==> config.mk <==
export PLATFORM = sky130hd
export DESIGN_NAME = cpu_opcode_prefix_decoder_flat
export DESIGN_NICKNAME = d
export VERILOG_FILES = /design/src/rtl/cpd_pkg.sv /design/src/rtl/cpd_stream_if.sv /design/src/rtl/cpu_opcode_prefix_decoder.sv /design/src/flat_wrapper.sv
export SDC_FILE = /design/constraint.sdc
export NUM_CORES = 1
export LEC_CHECK = 0
export ABC_AREA = 1
export ABC_CLOCK_PERIOD_IN_PS = 2570
export BUFFER_PORTS_ARGS = -buffer_cell sky130_fd_sc_hd__clkbuf_2
export CORE_ASPECT_RATIO = 1.25
export CORE_MARGIN = 4
export CORE_UTILIZATION = 25
export CTS_CLUSTER_DIAMETER = 80
export DETAILED_ROUTE_END_ITERATION = 10
export GPL_TIMING_DRIVEN = 0
export SLEW_MARGIN = 20
export SYNTH_ARGS = -nofsm -noshare
export SYNTH_HDL_FRONTEND = slang
export SYNTH_SLANG_ARGS = --single-unit
==> constraint.sdc <==
create_clock -name clk -period 2.57 [get_ports clk]
set_input_delay 0.1285 -clock clk [delete_from_list [all_inputs] [get_ports clk]]
set_output_delay 0.1285 -clock clk [all_outputs]
set_load 0.02 [all_outputs]
==> src/rtl/cpd_pkg.sv <==
`timescale 1ns / 1ps
// ----------------------------------------------------------------------------
// cpd_pkg
// Shared widths, prefix codes, table pages and decode phases for the
// opcode prefix decoder.
// ----------------------------------------------------------------------------
package cpd_pkg;

    localparam int CODE_W  = 8;
    localparam int PAGE_W  = 4;
    localparam int INDEX_W = PAGE_W + CODE_W;
    localparam int LEN_W   = 2;

    // prefix byte values
    localparam logic [CODE_W-1:0] PFX_IX = 8'hDD;
    localparam logic [CODE_W-1:0] PFX_IY = 8'hFD;
    localparam logic [CODE_W-1:0] PFX_ED = 8'hED;
    localparam logic [CODE_W-1:0] PFX_CB = 8'hCB;

    // instruction table pages of 256 entries: index = {page, opcode}
    localparam logic [PAGE_W-1:0] PAGE_PLAIN  = 4'd0;
    localparam logic [PAGE_W-1:0] PAGE_IX     = 4'd1;
    localparam logic [PAGE_W-1:0] PAGE_ED     = 4'd3;
    localparam logic [PAGE_W-1:0] PAGE_CB     = 4'd4;
    localparam logic [PAGE_W-1:0] PAGE_LONG   = 4'd5;
    localparam logic [PAGE_W-1:0] PAGE_IX_BIT = 4'd9;

    localparam logic [LEN_W-1:0] LEN_PLAIN  = 2'd1;
    localparam logic [LEN_W-1:0] LEN_PREFIX = 2'd2;
    localparam logic [LEN_W-1:0] LEN_LONG   = 2'd3;

    typedef enum logic [5:0] {
        PH_IDLE      = 6'b000001,
        PH_INDEX     = 6'b000010,
        PH_ED        = 6'b000100,
        PH_CB        = 6'b001000,
        PH_WAIT_DISP = 6'b010000,
        PH_WAIT_OP   = 6'b100000
    } phase_t;

endpackage

==> src/rtl/cpd_stream_if.sv <==
`timescale 1ns / 1ps
// ----------------------------------------------------------------------------
// cpd_stream_if
// Valid/ready channels for code bytes in and decoded opcodes out.
// ----------------------------------------------------------------------------
interface cpd_byte_if;
    import cpd_pkg::*;

    logic              valid;
    logic              ready;
    logic [CODE_W-1:0] code_byte;

    modport source (output valid, output code_byte, input ready);
    modport sink   (input valid, input code_byte, output ready);
endinterface

interface cpd_result_if;
    import cpd_pkg::*;

    logic               valid;
    logic               ready;
    logic [INDEX_W-1:0] table_index;
    logic [LEN_W-1:0]   opcode_length;
    logic               has_displacement;
    logic [CODE_W-1:0]  displacement;

    modport source (output valid, output table_index, output opcode_length,
                    output has_displacement, output displacement, input ready);
    modport sink   (input valid, input table_index, input opcode_length,
                    input has_displacement, input displacement, output ready);
endinterface

==> src/rtl/cpu_opcode_prefix_decoder.sv <==
`timescale 1ns / 1ps
// ----------------------------------------------------------------------------
// cpu_opcode_prefix_decoder
// Tracks DD/FD/ED/CB prefixes in a byte stream and emits one decoded opcode
// item per complete instruction opcode.
// ----------------------------------------------------------------------------
// an accepted opcode byte is held in the input register, then decoded into the result register
// throughput: one byte per cycle; the input register and the result register
//   each move on every cycle that the result side is not stalled
// prefix and displacement bytes produce no result item
// reset: asynchronous, active low; clears valids, decode phase, index select
//   and the saved displacement
module cpu_opcode_prefix_decoder (
    input  logic                clk,
    input  logic                rst_n,
    cpd_byte_if.sink            code,
    cpd_result_if.source        result
);
    import cpd_pkg::*;

    logic               s1_valid_reg;
    logic [CODE_W-1:0]  s1_byte_reg;

    phase_t             phase_reg, phase_next;
    logic               sel_reg, sel_next;
    logic [CODE_W-1:0]  disp_reg, disp_next;

    logic               out_valid_reg;
    logic [INDEX_W-1:0] out_index_reg, out_index_next;
    logic [LEN_W-1:0]   out_len_reg, out_len_next;
    logic               out_has_disp_reg, out_has_disp_next;
    logic [CODE_W-1:0]  out_disp_reg, out_disp_next;

    logic               advance;
    logic               emit;
    logic [PAGE_W-1:0]  page;
    logic [PAGE_W-1:0]  sel_ext;
    logic               is_index_pfx;

    assign advance    = s1_valid_reg && (!out_valid_reg || result.ready);
    assign code.ready = !s1_valid_reg || advance;

    assign sel_ext      = {{(PAGE_W-1){1'b0}}, sel_reg};
    assign is_index_pfx = (s1_byte_reg == PFX_IX) || (s1_byte_reg == PFX_IY);

    always_comb
    begin
        phase_next        = phase_reg;
        sel_next          = sel_reg;
        disp_next         = disp_reg;
        emit              = 1'b0;
        page              = PAGE_PLAIN;
        out_has_disp_next = 1'b0;
        case (phase_reg)
            PH_INDEX:
            begin
                if (is_index_pfx)
                begin
                    // last index prefix wins
                    sel_next = (s1_byte_reg == PFX_IY);
                end
                else if (s1_byte_reg == PFX_ED)
                begin
                    phase_next = PH_ED;
                end
                else if (s1_byte_reg == PFX_CB)
                begin
                    phase_next = PH_WAIT_DISP;
                end
                else
                begin
                    emit = 1'b1;
                    page = PAGE_IX + sel_ext;
                end
            end
            PH_ED:
            begin
                emit = 1'b1;
                page = PAGE_ED;
            end
            PH_CB:
            begin
                emit = 1'b1;
                page = PAGE_CB;
            end
            PH_WAIT_DISP:
            begin
                disp_next  = s1_byte_reg;
                phase_next = PH_WAIT_OP;
            end
            PH_WAIT_OP:
            begin
                emit              = 1'b1;
                page              = PAGE_IX_BIT + sel_ext;
                out_has_disp_next = 1'b1;
            end
            default:
            begin
                if (is_index_pfx)
                begin
                    sel_next   = (s1_byte_reg == PFX_IY);
                    phase_next = PH_INDEX;
                end
                else if (s1_byte_reg == PFX_ED)
                begin
                    phase_next = PH_ED;
                end
                else if (s1_byte_reg == PFX_CB)
                begin
                    phase_next = PH_CB;
                end
                else
                begin
                    emit = 1'b1;
                end
            end
        endcase
        if (emit)
        begin
            phase_next = PH_IDLE;
        end
        out_index_next = {page, s1_byte_reg};
        if (page >= PAGE_LONG)
            out_len_next = LEN_LONG;
        else if (page != PAGE_PLAIN)
            out_len_next = LEN_PREFIX;
        else
            out_len_next = LEN_PLAIN;
        out_disp_next = out_has_disp_next ? disp_reg : '0;
    end

    always_ff @(posedge clk or negedge rst_n)
    begin
        if (!rst_n)
        begin
            s1_valid_reg  <= 1'b0;
            out_valid_reg <= 1'b0;
            phase_reg     <= PH_IDLE;
            sel_reg       <= 1'b0;
            disp_reg      <= '0;
        end
        else
        begin
            if (code.ready)
            begin
                s1_valid_reg <= code.valid;
            end
            if (advance)
            begin
                phase_reg <= phase_next;
                sel_reg   <= sel_next;
                disp_reg  <= disp_next;
            end
            if (advance && emit)
            begin
                out_valid_reg <= 1'b1;
            end
            else if (result.ready)
            begin
                out_valid_reg <= 1'b0;
            end
        end
    end

    // payload registers, no reset
    always_ff @(posedge clk)
    begin
        if (code.valid && code.ready)
        begin
            s1_byte_reg <= code.code_byte;
        end
        if (advance && emit)
        begin
            out_index_reg    <= out_index_next;
            out_len_reg      <= out_len_next;
            out_has_disp_reg <= out_has_disp_next;
            out_disp_reg     <= out_disp_next;
        end
    end

    assign result.valid            = out_valid_reg;
    assign result.table_index      = out_index_reg;
    assign result.opcode_length    = out_len_reg;
    assign result.has_displacement = out_has_disp_reg;
    assign result.displacement     = out_disp_reg;

endmodule

==> src/flat_wrapper.sv <==
// flat-port wrapper written by rule: the top's interface ports become plain ports
module cpu_opcode_prefix_decoder_flat import cpd_pkg::*;
  (clk, rst_n, code_valid, code_code_byte, code_ready, result_valid, result_table_index, result_opcode_length, result_has_displacement, result_displacement, result_ready);
  cpd_byte_if code_i ();
  cpd_result_if result_i ();
  input  logic clk;
  input  logic rst_n;
  input wire logic [$bits(code_i.valid)-1:0] code_valid;
  input wire logic [$bits(code_i.code_byte)-1:0] code_code_byte;
  output wire logic [$bits(code_i.ready)-1:0] code_ready;
  output wire logic [$bits(result_i.valid)-1:0] result_valid;
  output wire logic [$bits(result_i.table_index)-1:0] result_table_index;
  output wire logic [$bits(result_i.opcode_length)-1:0] result_opcode_length;
  output wire logic [$bits(result_i.has_displacement)-1:0] result_has_displacement;
  output wire logic [$bits(result_i.displacement)-1:0] result_displacement;
  input wire logic [$bits(result_i.ready)-1:0] result_ready;
  assign code_i.valid = code_valid;
  assign code_i.code_byte = code_code_byte;
  assign code_ready = code_i.ready;
  assign result_valid = result_i.valid;
  assign result_table_index = result_i.table_index;
  assign result_opcode_length = result_i.opcode_length;
  assign result_has_displacement = result_i.has_displacement;
  assign result_displacement = result_i.displacement;
  assign result_i.ready = result_ready;
  cpu_opcode_prefix_decoder u_core (.clk(clk), .rst_n(rst_n), .code(code_i), .result(result_i));
endmodule
# Yosys cells after proc, flatten, opt, wreduce, memory -nomap -nowiden
# Index checks and enable logic that the tools add are counted.
# totals
ff_bits	48
out_inout_bits	25
wordCells	62
# op_classes
n_addsub	2
magnitude_cmp	1
n_eq_ne	12
n_mux	20
bitwise_logic	1
n_reduce_logical	16
# op_table
op	n
$mux 6	7
$eq 8x8->1 const B	4
$pmux 6 s3	1
$pmux 4 s4	1
$mux 4	3
$eq 6x2->1 const B	1
$eq 6x3->1 const B	1
$eq 6x4->1 const B	1
$eq 6x5->1 const B	1
$eq 6x6->1 const B	1
$mux 1	6
$reduce_and 5->1	1
$reduce_bool 5->1	1
$add 4x1->4 const A	1
$ge 4x3->1 const B	1
$ne 4x1->1 const B	1
$reduce_bool 4->1	1
$reduce_or 4->1	1
$logic_and 1x1->1	3
$logic_or 1x1->1	3
$ne 3x2->1 const B	1
$reduce_and 3->1	1
$reduce_or 3->1	1
$add 1x1->2 const A	1
other kinds (7)	8

# Longest topological paths before layout
# depth
depth_word	7
ltp_mapped	9

# Worst setup path before layout
# No wires, ideal clock.
# synth_timing
path_kind	register to register
from	register u_core.phase_reg[4]
to	register u_core.out_disp_reg[0] (netlist: u_core.result.displacement[0]), enable pin
setup_time_ps	378
arrival_ps	1602
t_required_ps	2192
path_slack_ps	590
path_stages_with_launch	8
n_path_buf	0
period_less_slack_ps	1980
path_cell_list	dfrtp_1 -> nor2_2 -> nand4_2 -> nand2_1 -> nor2_4 -> nand3_2 -> nand3_2 -> inv_1
# synth_via
elab_chain_cells	4
# synth_rtl
element	line	source
start: declaration	cpu_opcode_prefix_decoder.sv:24	phase_t phase_reg, phase_next;
start signal: assignment	cpu_opcode_prefix_decoder.sv:150	phase_reg <= phase_next;
$eq 6x3->1, or another cell as far along	cpu_opcode_prefix_decoder.sv:54	case (phase_reg)
$reduce_or 3->1 (no line)	n/a	
$pmux 1 s2 *	cpu_opcode_prefix_decoder.sv:54	
$logic_and 1x1->1 *	cpu_opcode_prefix_decoder.sv:172	if (advance && emit)
end signal: assignment	cpu_opcode_prefix_decoder.sv:177	out_disp_reg <= out_disp_next;
end: declaration	cpu_opcode_prefix_decoder.sv:32	logic [CODE_W-1:0] out_disp_reg, out_disp_next;
# Every way passes the cells marked *; elsewhere a longest branch is shown, timed or not.
# A chain may end at the register's enable or synchronous reset.

# Final worst setup path
# layout_timing
from	register u_core.phase_reg[4]
to	register u_core.out_index_reg[6] (netlist: u_core.result.table_index[6]), enable pin
# layout_via
elab_chain_cells	4
# layout_rtl
element	line	source
$eq 6x3->1, or another cell as far along	cpu_opcode_prefix_decoder.sv:54	
$reduce_or 3->1 (no line)	n/a	
$pmux 1 s2 *	cpu_opcode_prefix_decoder.sv:54	
$logic_and 1x1->1 *	cpu_opcode_prefix_decoder.sv:172	
end signal: assignment	cpu_opcode_prefix_decoder.sv:174	out_index_reg <= out_index_next;
end: declaration	cpu_opcode_prefix_decoder.sv:29	logic [INDEX_W-1:0] out_index_reg, out_index_next;
# Marks and branches as above.

==> results by group <==
Status
  • Status: finished, final reports clean

GRT
  • GRT Util Overall: 8.38%
  • Grt ovf: 0
  • Vias in the first global route: between 1,000 and 1,500
  • Largest net degree at the start of global routing: 24
  • First-pass GRT wire length: 5930 µm
  • Initial antenna violation count: 0

Place
  • Placement Setup Slack: 0.219 ns
  • Port-buffer cells: 36
  • RD Place Congestion: around 0.73
  • DP Wirelength: between 2000 and 3000 µm

Timing
  • PnR worst setup slack: 0.258 ns
  • Worst Clk Skew: roughly 0.0087 ns
  • Crit share post-route: roughly 90%
  • Rel. slew slack: around two fifths
  • Fin crit period: 2.31 ns
  • Fin. Hold Viols: 0
  • Final setup viols: 0
  • Max-slew violation count: 0
  • Post-Route Setup TNS: 0 ns
  • F_max: 0.432 GHz
  • Worst Max-Slew Pin Slew: about 0.87 ns
  • RSZ-0062 raised after global routing: no

Logic synthesis
  • Post-synth EDFFs: 31
  • Flops & latches, synth: 48
  • Syn_area_per_cell: approximately 12 µm²
  • Mapped Cells: 165
  • Syn nets: 177
  • Area contributors post-synth: edfxtp_1, dfrtp_1, inv_1, nand2_1, nand4_2
  • Sequential area share after synthesis: 69.1%
  • Yosys top cell by area: edfxtp_1
  • Post-synthesis async set-or-reset flop share: between 30% and 40%
  • Synth cell types: 25
  • Ys Warns: 0
  • Mapped cell area: 1970 µm²
  • Ys flop type: edfxtp_1
  • Synth top area share: between 40% and 50%

Critical path
  • WP data required: approximately 2.5 ns
  • Crit start category: register
  • CP max FO: 23
  • Kind of critical path: reg -> reg
  • Critical Path End Type: register
  • Worst EP arrival: roughly 2.2 ns

Die
  • CORE AREA: ~7500 µm²
  • Num rows: 35
  • Chip height: between 100 and 150 µm
  • Starting density of the core: a little over a quarter
  • Die area: just over 9000 µm²
  • IO Count: 37
  • Die W: between 80 and 90 µm

Pwr
  • Max IR drop VDD: 214 µV
  • Power density cells: approximately 660 nW/µm²
  • Leakage: 1.10 nW

Drt
  • Number of vias per cell: roughly 4.1
  • DR iter-0 viols: between 60 and 70
  • Via count: 1,284
  • Antenna viol nets, final: 0
  • Drt drc: 0
  • WL per Instance: 11.3 µm
  • Pre-antenna DRT Iters: 4
  • Final wirelength: about 3500 µm

CTS
  • TritonCTS Buffers: 5
  • Clock sinks: 48
  • Worst-path clk slew: roughly 0.080 ns
  • Clk Latency, worst-skew pair: 0.30 ns
  • H-tree Lvls: 2
  • Setup Fix Bufs, Post-CTS: 0
  • CTS tree: built
  • Clock Path Buffers: 2
  • Root buf cell: clkbuf_8

Final layout
  • Commonest non-fill, non-tap cells in the layout: clkbuf_2, edfxtp_1, inv_1, nand2_1, nor2_1
  • # diodes: 0
  • Commonest non-fill, non-tap cell in the layout: clkbuf_2
  • P&R area growth vs syn: 24.4%
  • Largest register FFs: 12
  • Fillers: ~800
  • # nets final: between 200 and 250
  • Fraction of layout cells with a size suffix above 1: between 30% and 40%

Run
  • Max-Cap Viols: 0

Hold path
  • Worst hold path class: in -> reg
## metrics by stage
stage	utilization, %	power, W	hold slack [ns]	cell area [µm²]	instances
floorplan	-	0.00109	-0.167	1970	165
global placement	30.0	0.00117	0.0937	2260	293
detailed placement	30.0	0.00117	0.105	2260	293
CTS	31.9	0.00164	0.000111	2400	306
global route	32.5	0.00171	0.0169	2440	310
finish	32.5	0.00162	0.0239	2440	310
## cells in the mapped netlist (2+ instances only)
library cell,number
nand4_1,2
nand2_1,23
nand3_1,5
nand3_2,2
a21oi_1,4
dfrtp_1,16
nor2_1,20
nand2_2,2
o21ai_1,8
o21ai_0,5
edfxtp_1,31
inv_2,4
nor2_4,3
inv_1,24
nand4_2,6
## cell families after synthesis
logic type	synth area share [%]
buffers and inverters	5.92
DFF	69.1
and+or+nand+nor	19.8
AOI/OAI and AO/OA	5.22
## final cells by class
cell class	count	area (µm²)	share of cell area [%]
Buffer	1	5.00	0.205
Sequential cell	48	1360	55.5
Clock buffer	7	86.3	3.53
Tap cell	92	115	4.71
Inverter	29	111	4.55
Clock inverter	1	7.51	0.307
Multi-Input combinational cell	87	492	20.1
Timing Repair Buffer	45	270	11.1
## per-layer routing
metal  global-route usage (%)  share of wire, %
met1                     9.33                42
met2                     13.4                48
met3                     2.46               6.9
met4                     5.92               2.8
met5                        0                 0
## worst max-delay path, cell delays in order (launching register included)
cell and delay [ns]:
dfrtp_1 0.48, nor2_2 0.24, nand4_2 0.18, nand2_1 0.15, nor2_4 0.06, nand3_2 0.08
nand3_2 0.09, inv_1 0.66
## path summary, 6_finish.rpt
kind	start	endpoint	slack [ns]	cells past startpoint
setup / recovery	u_core.phase_reg[4]$_DFFE_PN0P_	u_core.result.table_index[6]$_DFFE_PP_	0.26	7
hold / removal	result_ready	u_core.result.valid$_DFFE_PN0P_	0.02	2
setup reg to reg	u_core.phase_reg[4]$_DFFE_PN0P_	u_core.result.table_index[6]$_DFFE_PP_	0.26	7
hold reg to reg	u_core.s1_byte_reg[0]$_DFFE_PP_	u_core.result.table_index[0]$_DFFE_PP_	0.48	0
max in group asynchronous	rst_n	u_core.phase_reg[0]$_DFFE_PN1P_	1.94	2
min in group asynchronous	rst_n	u_core.disp_reg[7]$_DFFE_PN0P_	0.30	2
## what timing repair did
action | 4_1_cts | 5_1_grt
gates resized for setup | 0 | 0
hold buffers | 5 | 4
hold endpoints to repair | 20 | 4
## where the power goes
group / switching [W] / internal [W]
combinational: 0.000161 / 0.0000668
sequential: 0.0000284 / 0.000904
clock: 0.000237 / 0.000219
total: 0.000427 / 0.00119
No activity file was read; power rests on OpenSTA's default activity.
